[src/sv/tltp_pkg.sv]
package tltp_pkg;
  localparam int MaxSquares = 64;
  localparam int IdxW = $clog2(MaxSquares);
  localparam int CntW = $clog2(MaxSquares + 1);
  localparam logic [7:0] ByteEmpty = 8'h00;
  localparam logic [7:0] ByteEnd = 8'h40;
  localparam logic [3:0] ClsSquare = 4'hC;
  localparam logic [3:0] ClsPower = 4'h9;
  localparam logic [0:0] KindSquare = 1'b0;
  localparam logic [0:0] KindVerdict = 1'b1;

  typedef struct packed {
    logic [7:0] rbyte;
    logic fin;
  } req_t;

  typedef struct packed {
    logic kind;
    logic [7:0] px;
    logic [7:0] py;
    logic verdict;
    logic [6:0] total;
    logic last;
  } res_t;

  typedef struct packed {
    logic [7:0] x;
    logic [7:0] y;
    logic [1:0] entry;
    logic [2:0] turn;
  } frame_t;
endpackage

[src/sv/tltp_ram.sv]
module tltp_ram #(
  parameter int Width = 8,
  parameter int Depth = 64
) (
  input  logic                     clk,
  input  logic                     we,
  input  logic [$clog2(Depth)-1:0] waddr,
  input  logic [Width-1:0]         wdata,
  input  logic [$clog2(Depth)-1:0] raddr,
  output logic [Width-1:0]         rdata
);
  logic [Width-1:0] mem [Depth];
  always_ff @(posedge clk) begin
    if (we) mem[waddr] <= wdata;
    rdata <= mem[raddr];
  end
endmodule

[src/sv/tltp_front.sv]
// Small request queue between the port and the parser engine.
module tltp_front import tltp_pkg::*; (
  input  logic clk,
  input  logic rst_n,
  input  logic push,
  input  req_t push_data,
  output logic full,
  input  logic pop,
  output req_t pop_data,
  output logic nempty
);
  req_t q_r [2];
  logic [1:0] cnt_r, cnt_nxt;
  logic wp_r, rp_r;

  assign full = cnt_r == 2'd2;
  assign nempty = cnt_r != 2'd0;
  assign pop_data = q_r[rp_r];

  always_comb begin
    cnt_nxt = cnt_r + {1'b0, push & ~full} - {1'b0, pop & nempty};
  end

  always_ff @(posedge clk) begin
    if (push && !full) q_r[wp_r] <= push_data;
    if (!rst_n) begin
      cnt_r <= '0;
      wp_r <= 1'b0;
      rp_r <= 1'b0;
    end else begin
      cnt_r <= cnt_nxt;
      if (push && !full) wp_r <= ~wp_r;
      if (pop && nempty) rp_r <= ~rp_r;
    end
  end
endmodule

[src/sv/tltp_back.sv]
// Parser engine: one request at a time, duplicate scan over the position memory.
module tltp_back import tltp_pkg::*; (
  input  logic       clk,
  input  logic       rst_n,
  input  logic [6:0] limit,
  input  logic       req_valid,
  input  req_t       req,
  output logic       req_pop,
  output logic       res_valid,
  output res_t       res,
  input  logic       res_take
);
  typedef enum logic [7:0] {
    S_IDLE  = 8'b00000001,
    S_READ  = 8'b00000010,
    S_DECIDE = 8'b00000100,
    S_SCAN  = 8'b00001000,
    S_PLACE = 8'b00010000,
    S_EMIT  = 8'b00100000,
    S_VERD  = 8'b01000000,
    S_RWAIT = 8'b10000000
  } st_t;
  typedef enum logic [3:0] {
    PH_HEADER = 4'b0001, PH_SIDE = 4'b0010, PH_TRAIL = 4'b0100, PH_DONE = 4'b1000
  } ph_t;

  st_t st_r, st_nxt;
  ph_t ph_r;
  req_t req_r;
  logic failed_r;
  logic [CntW-1:0] cnt_r, depth_r, scan_r;
  logic [8:0] nx_r, ny_r;
  logic [1:0] nent_r;
  frame_t top_r;
  logic scan_pend_r;

  logic pos_we, stk_we;
  logic [IdxW-1:0] pos_wa, pos_ra, stk_wa, stk_ra;
  logic [15:0] pos_wd, pos_rd;
  frame_t stk_wd, stk_rd;

  tltp_ram #(.Width(16), .Depth(MaxSquares)) u_pos (
    .clk(clk), .we(pos_we), .waddr(pos_wa), .wdata(pos_wd),
    .raddr(pos_ra), .rdata(pos_rd));
  tltp_ram #(.Width($bits(frame_t)), .Depth(MaxSquares)) u_stk (
    .clk(clk), .we(stk_we), .waddr(stk_wa), .wdata(stk_wd),
    .raddr(stk_ra), .rdata(stk_rd));

  logic [CntW-1:0] lim;
  logic [CntW-1:0] dm1;
  logic [1:0] dir;
  logic [8:0] cx, cy;
  logic place_ok_pre;
  logic [3:0] cls;

  always_comb begin
    lim = (limit > 7'(MaxSquares)) ? CntW'(MaxSquares) : CntW'(limit);
    dm1 = depth_r - 1'b1;
    cls = req_r.rbyte[7:4];
    dir = top_r.entry + top_r.turn[1:0];
    case (dir)
      2'd0: begin cx = {top_r.x[7], top_r.x}; cy = {top_r.y[7], top_r.y} - 9'd1; end
      2'd1: begin cx = {top_r.x[7], top_r.x} - 9'd1; cy = {top_r.y[7], top_r.y}; end
      2'd2: begin cx = {top_r.x[7], top_r.x}; cy = {top_r.y[7], top_r.y} + 9'd1; end
      default: begin cx = {top_r.x[7], top_r.x} + 9'd1; cy = {top_r.y[7], top_r.y}; end
    endcase
    place_ok_pre = (cnt_r < lim) && (nx_r[8] == nx_r[7]) && (ny_r[8] == ny_r[7])
                   && (depth_r < CntW'(MaxSquares));
    pos_ra = scan_r[IdxW-1:0];
    stk_ra = dm1[IdxW-1:0];
  end

  // Writes of the memories happen in S_PLACE and when a frame's turn advances.
  logic adv_we, unwind_r;
  always_comb begin
    pos_we = st_r == S_PLACE;
    pos_wa = cnt_r[IdxW-1:0];
    pos_wd = {nx_r[7:0], ny_r[7:0]};
    stk_we = (st_r == S_PLACE) || adv_we;
    stk_wa = (st_r == S_PLACE) ? depth_r[IdxW-1:0] : dm1[IdxW-1:0];
    stk_wd = (st_r == S_PLACE) ? frame_t'{nx_r[7:0], ny_r[7:0], nent_r, 3'd1}
                               : frame_t'{top_r.x, top_r.y, top_r.entry, top_r.turn + 3'd1};
  end

  assign req_pop = (st_r == S_IDLE) && req_valid;
  assign res_valid = (st_r == S_EMIT) || (st_r == S_VERD);

  always_comb begin
    res = '0;
    if (st_r == S_EMIT) begin
      res.kind = KindSquare;
      res.px = nx_r[7:0];
      res.py = ny_r[7:0];
      res.last = ~req_r.fin;
    end else begin
      res.kind = KindVerdict;
      res.verdict = failed_r || (ph_r != PH_DONE);
      res.total = (failed_r || (ph_r != PH_DONE)) ? 7'd0 : 7'(cnt_r);
      res.last = 1'b1;
    end
  end

  // Decide-step outcome.
  logic do_place, do_fail, do_unwind, to_done, to_trail;
  always_comb begin
    do_place = 1'b0; do_fail = 1'b0; do_unwind = 1'b0; to_done = 1'b0;
    to_trail = 1'b0; adv_we = 1'b0;
    if (st_r == S_DECIDE && !failed_r && !unwind_r) begin
      case (ph_r)
        PH_HEADER: if (cls == ClsSquare) do_place = 1'b1; else do_fail = 1'b1;
        PH_SIDE: begin
          if (depth_r == '0) do_fail = 1'b1;
          else begin
            adv_we = 1'b1;
            if (req_r.rbyte == ByteEnd) to_done = 1'b1;
            else if (req_r.rbyte == ByteEmpty) do_unwind = 1'b1;
            else if (cls == ClsSquare) do_place = 1'b1;
            else if (cls == ClsPower) to_trail = 1'b1;
            else do_fail = 1'b1;
          end
        end
        PH_TRAIL: if (req_r.rbyte == ByteEnd) to_done = 1'b1; else do_unwind = 1'b1;
        default: do_fail = 1'b1;
      endcase
    end
  end

  // After the stack depth changes, the registered read data shows the new top
  // frame only in the cycle after the read address changes.
  always_comb begin
    st_nxt = st_r;
    case (st_r)
      S_IDLE: if (req_valid) st_nxt = S_READ;
      S_READ: st_nxt = S_DECIDE;
      S_DECIDE: begin
        if (unwind_r) st_nxt = (depth_r == '0 || top_r.turn <= 3'd3)
                               ? (req_r.fin ? S_VERD : S_IDLE) : S_RWAIT;
        else if (do_place) st_nxt = S_SCAN;
        else if (do_unwind) st_nxt = S_RWAIT;
        else st_nxt = req_r.fin ? S_VERD : S_IDLE;
      end
      S_RWAIT: st_nxt = S_READ;
      S_SCAN: begin
        if (!place_ok_pre || (scan_pend_r && pos_rd == {nx_r[7:0], ny_r[7:0]}))
          st_nxt = req_r.fin ? S_VERD : S_IDLE;
        else if (scan_r >= cnt_r && !scan_pend_r) st_nxt = S_PLACE;
      end
      S_PLACE: st_nxt = S_EMIT;
      S_EMIT: if (res_take) st_nxt = req_r.fin ? S_VERD : S_IDLE;
      S_VERD: if (res_take) st_nxt = S_IDLE;
      default: st_nxt = S_IDLE;
    endcase
  end

  always_ff @(posedge clk) begin
    if (req_pop) req_r <= req;
    if (st_r == S_READ) top_r <= stk_rd;
    if (adv_we) top_r.turn <= top_r.turn + 3'd1;
    if (st_r == S_DECIDE && do_place) begin
      if (ph_r == PH_HEADER) begin
        nx_r <= '0; ny_r <= '0; nent_r <= req_r.rbyte[1:0];
      end else begin
        nx_r <= cx; ny_r <= cy; nent_r <= dir + 2'd2;
      end
    end
    if (!rst_n) begin
      st_r <= S_IDLE;
      ph_r <= PH_HEADER;
      failed_r <= 1'b0;
      cnt_r <= '0;
      depth_r <= '0;
      scan_r <= '0;
      scan_pend_r <= 1'b0;
      unwind_r <= 1'b0;
    end else begin
      st_r <= st_nxt;
      if (st_r == S_DECIDE) begin
        if (unwind_r) begin
          // Pop frames whose sides are all read.
          if (depth_r != '0 && top_r.turn > 3'd3) depth_r <= dm1;
          else begin
            unwind_r <= 1'b0;
            ph_r <= (depth_r == '0) ? PH_DONE : PH_SIDE;
          end
        end else begin
          if (do_fail) failed_r <= 1'b1;
          if (to_done) ph_r <= PH_DONE;
          if (to_trail) ph_r <= PH_TRAIL;
          if (do_unwind) begin
            unwind_r <= 1'b1;
            if (ph_r == PH_SIDE && top_r.turn >= 3'd3) depth_r <= dm1;
          end
          scan_r <= '0;
          scan_pend_r <= 1'b0;
        end
      end
      if (st_r == S_SCAN) begin
        if (!place_ok_pre || (scan_pend_r && pos_rd == {nx_r[7:0], ny_r[7:0]})) begin
          failed_r <= 1'b1;
        end else begin
          scan_pend_r <= scan_r < cnt_r;
          if (scan_r < cnt_r) scan_r <= scan_r + 1'b1;
        end
      end
      if (st_r == S_PLACE) begin
        cnt_r <= cnt_r + 1'b1;
        depth_r <= depth_r + 1'b1;
        ph_r <= PH_SIDE;
      end
      if (st_r == S_VERD && res_take) begin
        ph_r <= PH_HEADER;
        failed_r <= 1'b0;
        cnt_r <= '0;
        depth_r <= '0;
        unwind_r <= 1'b0;
      end
    end
  end
endmodule

[src/sv/tltp_outq.sv]
// Result register stage so the engine can finish while the sink stalls.
module tltp_outq import tltp_pkg::*; (
  input  logic clk,
  input  logic rst_n,
  input  logic in_valid,
  input  res_t in_res,
  output logic in_take,
  output logic empty,
  output res_t out_res,
  input  logic pop
);
  logic full_r;
  res_t res_r;
  assign in_take = in_valid && (!full_r || pop);
  assign empty = ~full_r;
  assign out_res = res_r;
  always_ff @(posedge clk) begin
    if (in_take) res_r <= in_res;
    if (!rst_n) full_r <= 1'b0;
    else if (in_take) full_r <= 1'b1;
    else if (pop) full_r <= 1'b0;
  end
endmodule

[src/sv/tile_layout_tree_parser_unit.sv]
// Tile layout tree parser.
// Input channel: push a reply byte with in_reply_byte and in_final_byte while
// full is low. Result channel: while empty is low, the oldest result waits on
// the out_ ports; pop takes it. Each placed square gives one square result, a
// final byte adds a verdict with out_run_end set on the last result of a byte.
// Steps: each byte passes S_READ and S_DECIDE in the engine; an empty side
// also unwinds through S_RWAIT, and each further closed frame popped from the
// stack memory adds another S_RWAIT, S_READ and S_DECIDE pass. A square byte
// scans every stored position through one memory read port, then passes
// S_PLACE and S_EMIT; a verdict adds S_VERD. The engine takes a new byte only
// after it is done with the last; a two-entry request queue in front takes
// bytes while the engine works.
// Reset empties both queues, restarts the reply and sets square_limit to 64.
// A stalled sink holds the engine at its result; requests wait in the queue.
// Configuration: register square_limit at address 0 of the psel/penable port.
module tile_layout_tree_parser_unit import tltp_pkg::*; (
  input  logic        clk,
  input  logic        rst_n,
  input  logic        push,
  output logic        full,
  input  logic [7:0]  in_reply_byte,
  input  logic        in_final_byte,
  output logic        empty,
  input  logic        pop,
  output logic        out_result_kind,
  output logic signed [7:0] out_pos_x,
  output logic signed [7:0] out_pos_y,
  output logic        out_verdict,
  output logic [6:0]  out_square_total,
  output logic        out_run_end,
  input  logic        psel,
  input  logic        penable,
  input  logic        pwrite,
  input  logic [1:0]  paddr,
  input  logic [31:0] pwdata,
  output logic [31:0] prdata,
  output logic        pready
);
  localparam logic [1:0] AddrLimit = 2'd0;
  logic [6:0] limit_r;
  req_t qd;
  logic qv, qpop, bv, btake;
  res_t bres, ores;

  assign pready = 1'b1;
  assign prdata = (paddr == AddrLimit) ? {25'd0, limit_r} : 32'd0;
  always_ff @(posedge clk) begin
    if (!rst_n) limit_r <= 7'd64;
    else if (psel && penable && pwrite && paddr == AddrLimit) limit_r <= pwdata[6:0];
  end

  tltp_front u_front (.clk(clk), .rst_n(rst_n), .push(push),
    .push_data(req_t'{in_reply_byte, in_final_byte}), .full(full),
    .pop(qpop), .pop_data(qd), .nempty(qv));
  tltp_back u_back (.clk(clk), .rst_n(rst_n), .limit(limit_r), .req_valid(qv),
    .req(qd), .req_pop(qpop), .res_valid(bv), .res(bres), .res_take(btake));
  tltp_outq u_outq (.clk(clk), .rst_n(rst_n), .in_valid(bv), .in_res(bres),
    .in_take(btake), .empty(empty), .out_res(ores), .pop(pop));

  assign out_result_kind = ores.kind;
  assign out_pos_x = ores.px;
  assign out_pos_y = ores.py;
  assign out_verdict = ores.verdict;
  assign out_square_total = ores.total;
  assign out_run_end = ores.last;
endmodule

[config.mk]
export PLATFORM = sky130hd
export DESIGN_NAME = tile_layout_tree_parser_unit
export DESIGN_NICKNAME = d
export VERILOG_FILES = /design/src/sv/tltp_pkg.sv /design/src/sv/tltp_ram.sv /design/src/sv/tltp_front.sv /design/src/sv/tltp_back.sv /design/src/sv/tltp_outq.sv /design/src/sv/tile_layout_tree_parser_unit.sv
export SDC_FILE = /design/constraint.sdc
export NUM_CORES = 2
export LEC_CHECK = 0
export BUFFER_PORTS_ARGS = -buffer_cell sky130_fd_sc_hd__buf_2
export CORE_ASPECT_RATIO = 1.75
export CORE_UTILIZATION = 51
export DETAILED_ROUTE_END_ITERATION = 7
export PLACE_DENSITY_LB_ADDON = 0.05
export SYNTH_ARGS = -nofsm -noshare
export SYNTH_HDL_FRONTEND = slang
export SYNTH_SLANG_ARGS = --single-unit
[constraint.sdc]
create_clock -name clk -period 4.56 [get_ports clk]
set_clock_uncertainty 0.05 [all_clocks]
set_input_delay 0 -clock clk [delete_from_list [all_inputs] [get_ports clk]]
set_output_delay 0 -clock clk [all_outputs]
set_load 0.1 [all_outputs]
==> results summary <==
Sorting the synthesized cells by area gives the leading types as sky130_fd_sc_hd__edfxtp_1 (75%), sky130_fd_sc_hd__mux4_2 (18%), sky130_fd_sc_hd__dfxtp_1 (1.7%). The sequential share of power is ~53%. VDD sags by at most 0.312 mV.

The ratio of final minimum period to clock period came out at roughly nine tenths. For this configuration, the core starts out at a cell density of between 50 and 60%. The final cell count without fillers is roughly 7500. The fraction of synthesis flops using an asynchronous set or reset pin came out at 0%. The count of vias placed by the detailed router came out at 44800. The initial antenna violation count is 11. The critical path's top delay family is simple AND/OR/NAND/NOR gates.

Together, buffers and inverters on the worst path number 1. The combinational fraction of design power came out at between 10% and 20%. The minimum clock period is around 4.1 ns. The tree is rooted in a sky130_fd_sc_hd__clkbuf_16. The layout filler cell count is approximately 14000. The first global-routing pass estimated approximately 350000 µm of wire. The most critical setup path has its startpoint at u_back.st_r[7]. The post-CTS setup buffer count came out at 0.

The floorplan die area came out at between 150000 and 200000 µm². The critical path is of the reg -> reg type. In this run the worst setup path terminates at u_back.u_stk.mem[40][4].

The endpoint class of the critical path is a register. Internal power comes to slightly below 0.04 W. The switching part of the total power came out at between 20% and 30%. The floorplan step set the die width to between 300 and 400 µm.

The I/O pin count came out at roughly 110. On the worst path, the slowest cell contributes a delay of 0.68 ns. The synthesis-to-layout area growth came out at 12.9%.

The number of instances in the placed design came out at around 7000. The total count of max-transition violations in the final report is 0. TritonCTS built the clock tree. The proportion of netlist area held by the largest area contributor is between 70% and 80%. STA classifies the critical path startpoint as a register. The critical path goes through or4_1, nor4b_4, nand2_1, o22ai_1, nand3_1, nor2_2, buf_4.

The register bit total from synthesis came out at around 2500. In this run, the clock network consumes between 30 and 40% of the power. In the synthesized netlist, the number of instances is 4348. Sequential cells were found to cover between 70% and 80% of the synthesized design area. After detailed routing, the number of remaining DRC violations is 0. In the post-synthesis netlist, the cell with the most instances is sky130_fd_sc_hd__edfxtp_1. The residual overflow from global routing came out at 0. The distinct cell type count of the synthesized netlist is between 70 and 80. The final number of hold-violating endpoints is 0.

The number of violations of the max-capacitance limit is 0. At the worst endpoint, the arrival time is between 4 and 5 ns. The slowest stage of the critical path is the sky130_fd_sc_hd__or4_1 cell. The clock-pin slew on the worst setup and hold paths came out at about 0.060 ns.

For this run, the number of Yosys warnings is 0. Before antenna repair, the detailed router went through 5 iterations. The cell taking the most area after synthesis is sky130_fd_sc_hd__edfxtp_1. In this run the standard cell core region covers between 150000 and 200000 µm². The net count of the finished layout is slightly below 5000. The cell area after technology mapping is ~99000 µm². The count of antenna-violating nets left after detailed routing came out at 0.

The vertical die dimension is about 600 µm. The number of enable flip-flop cells after synthesis came out at approximately 2500. The class of the tightest hold or removal check is in -> reg.

In this run the critical register-to-register path is launched from u_back.st_r[7]. The hold buffer count at cts came out at just over 50. The count of instances resized after the clock tree is built is 0. The first-iteration detailed-routing DRC count is between 4000 and 5000.

The total CTS buffers is 227. The placed wire-length estimate is 149000 µm. The cell area power density came out at 453 nW/µm². For the pin with the worst max-slew slack, the measured transition is between 1 and 1.5 ns. The synthesized area per cell is about 23 µm². Summed over all cells, the static leakage comes to ~34 nW.

The required time at the worst-slack endpoint is about 5 ns. The power spent charging and discharging nets came out at between 0.01 and 0.015 W. In this run the critical register-to-register path is captured at u_back.u_stk.mem[40][4]. The worst-case reg-to-reg path depth is 7. The via count of the first global-routing pass is between 40000 and 50000. The clock insertion delay at the later pin of the skew report came out at 0.86 ns.

Routability-driven placement finished with a final weighted congestion of between 0.8 and 0.9. The deepest level of the CTS H-tree came out at 4. Of the cells placed in the final design, the portion with a size suffix greater than 1 is between 30% and 40%. Port buffering added a little under 60 buffers. The critical path runs through a total of 7 cells. The total number of clock tree sinks is 2547. The final layout contains routed wiring with a total length of roughly 240000 µm. Setup slack on the worst reg-to-reg path comes out at between 0.4 and 0.5 ns. The maximum buffer depth of the clock tree is 4. In the global route stage, overall resource usage came out at around a quarter. The upper clock frequency limit came out at roughly 0.24 GHz. Setup repair after global routing left no endpoint under its margin. Ranked by instance count, the synthesized netlist is headed by sky130_fd_sc_hd__edfxtp_1 (2462), sky130_fd_sc_hd__mux4_2 (777), sky130_fd_sc_hd__nor2_1 (206). The worst-path maximum fanout is 19. The worst hold slack came out at 0.171 ns.

Measured on the finished design, the core utilization comes to 58.0%. The placement row count came out at approximately 210. The remaining max-slew budget at the tightest pin came out at around an eighth. The detailed-route vias per instance came out at between 5 and 6.

Setup violations remaining at the end of the flow were counted as 0. The pin count of the biggest net entering global routing is 68. The run finished with clean final reports. Among all flip-flop cells after synthesis, the most frequent one is sky130_fd_sc_hd__edfxtp_1. The wire length per cell is 32.5 µm.
==> sequential cells by signal, indices dropped and copies added (netlist names), 4 cells and up <==
name / cells
u_back.cls: 4
u_back.st_r: 8
u_back.u_pos.rdata: 16
u_back.ph_r: 4
u_back.cnt_r: 7
u_back.scan_r: 7
u_back.u_stk.mem: 1344
u_back.top_r: 21
u_back.u_pos.mem: 1024
u_back.depth_r: 7
u_outq.out_res: 26
u_back.u_stk.rdata: 21
u_back.ny_r: 9
u_front.q_r: 18
limit_r: 7
u_back.nx_r: 9
u_back.req_r: 5
==> kinds of logic after synthesis <==
family | Yosys count | share of synthesized area, %
simple gates | 509 | 2.40
xor+xnor | 49 | 0.435
fa+ha+maj | 41 | 0.535
other cells | 2 | 0.00760
buf+inv | 271 | 1.23
flops | 2547 | 76.6
mux | 803 | 18.0
compound gates | 126 | 0.823
==> power groups by stage <==
stage | clock network (W) | logic (W) | registers, W
floorplan | 0 | 0.00316 | 0.0271
global placement | 0 | 0.00509 | 0.0271
detailed placement | 0 | 0.00518 | 0.0271
CTS | 0.0192 | 0.00522 | 0.0266
global route | 0.0199 | 0.00541 | 0.0266
finish | 0.0188 | 0.00513 | 0.0266
==> layer usage <==
layer / track usage, % / part of all wire, % / vias up
li1: - / - / 19000
met1: 29.0 / 35 / 24200
met2: 47.3 / 56 / 1136
met3: 2.82 / 3.8 / 412
met4: 11.3 / 4.8 / 10
met5: 0 / 0.028 / -
==> worst min path at each step <==
stage,start,endpoint,cells after the start
2_1_floorplan,in_final_byte,u_front.q_r[0][0],0
3_3_place_gp,in_final_byte,u_front.q_r[0][0],1
3_5_place_dp,in_final_byte,u_front.q_r[0][0],1
4_1_cts,rst_n,u_back.scan_pend_r,3
5_1_grt,rst_n,u_back.scan_pend_r,3
6_report,rst_n,u_back.scan_pend_r,3
==> worst register-to-register path, delay by kind of cell (launching register included) <==
family / cells / cell delay (ns)
compound gates: 1 / 0.55
buf+inv: 1 / 0.44
flops: 1 / 0.36
simple gates: 5 / 2.39
==> layout by cell type, fill, tap and decap left out, types with 8 or more instances in the layout <==
cell,n
sky130_fd_sc_hd__a21oi_1,32
sky130_fd_sc_hd__and2_1,24
sky130_fd_sc_hd__buf_12,35
sky130_fd_sc_hd__buf_2,59
sky130_fd_sc_hd__buf_4,202
sky130_fd_sc_hd__bufinv_16,22
sky130_fd_sc_hd__clkbuf_1,33
sky130_fd_sc_hd__clkbuf_16,230
sky130_fd_sc_hd__clkinv_1,57
sky130_fd_sc_hd__clkinv_2,52
sky130_fd_sc_hd__clkinvlp_4,9
sky130_fd_sc_hd__conb_1,26
sky130_fd_sc_hd__dfxtp_1,80
sky130_fd_sc_hd__diode_2,10
sky130_fd_sc_hd__dlygate4sd3_1,51
sky130_fd_sc_hd__edfxtp_1,2462
sky130_fd_sc_hd__ha_1,38
sky130_fd_sc_hd__inv_1,31
sky130_fd_sc_hd__mux2_2,12
sky130_fd_sc_hd__mux2i_1,14
sky130_fd_sc_hd__mux4_2,777
sky130_fd_sc_hd__nand2_1,110
sky130_fd_sc_hd__nand2_2,17
sky130_fd_sc_hd__nand2b_1,11
sky130_fd_sc_hd__nand3_1,38
sky130_fd_sc_hd__nand4_1,8
sky130_fd_sc_hd__nor2_1,139
sky130_fd_sc_hd__nor2_2,65
sky130_fd_sc_hd__nor3_1,29
sky130_fd_sc_hd__nor4_1,11
sky130_fd_sc_hd__o21ai_0,29
sky130_fd_sc_hd__or4_1,8
sky130_fd_sc_hd__xnor2_1,19
sky130_fd_sc_hd__xor2_1,26
==> per-stage QoR <==
step | setup WS (ns) | setup TNS (ns) | total power [W] | instance area, µm²
floorplan | -0.196 | -25.11 | 0.0303 | 98900
global placement | 0.604 | 0 | 0.0322 | 104000
detailed placement | 0.533 | 0 | 0.0323 | 104000
CTS | 0.518 | 0 | 0.0510 | 112000
global route | 0.335 | 0 | 0.0520 | 112000
finish | 0.413 | 0 | 0.0506 | 112000
==> cell type report <==
| type | count | area [µm²] | area share, % |
|---|---|---|---|
| multi-input cells | 1554 | 22300 | 20.0 |
| clock inverters | 140 | 1220 | 1.09 |
| flip-flops and latches | 2547 | 75700 | 67.8 |
| inverters | 34 | 128 | 0.114 |
| repair buffers | 347 | 3020 | 2.71 |
| well taps | 2580 | 3230 | 2.89 |
| diodes | 10 | 25.0 | 0.0224 |
| clock buffers | 268 | 5950 | 5.33 |
Power figures use the tool's default switching activity.
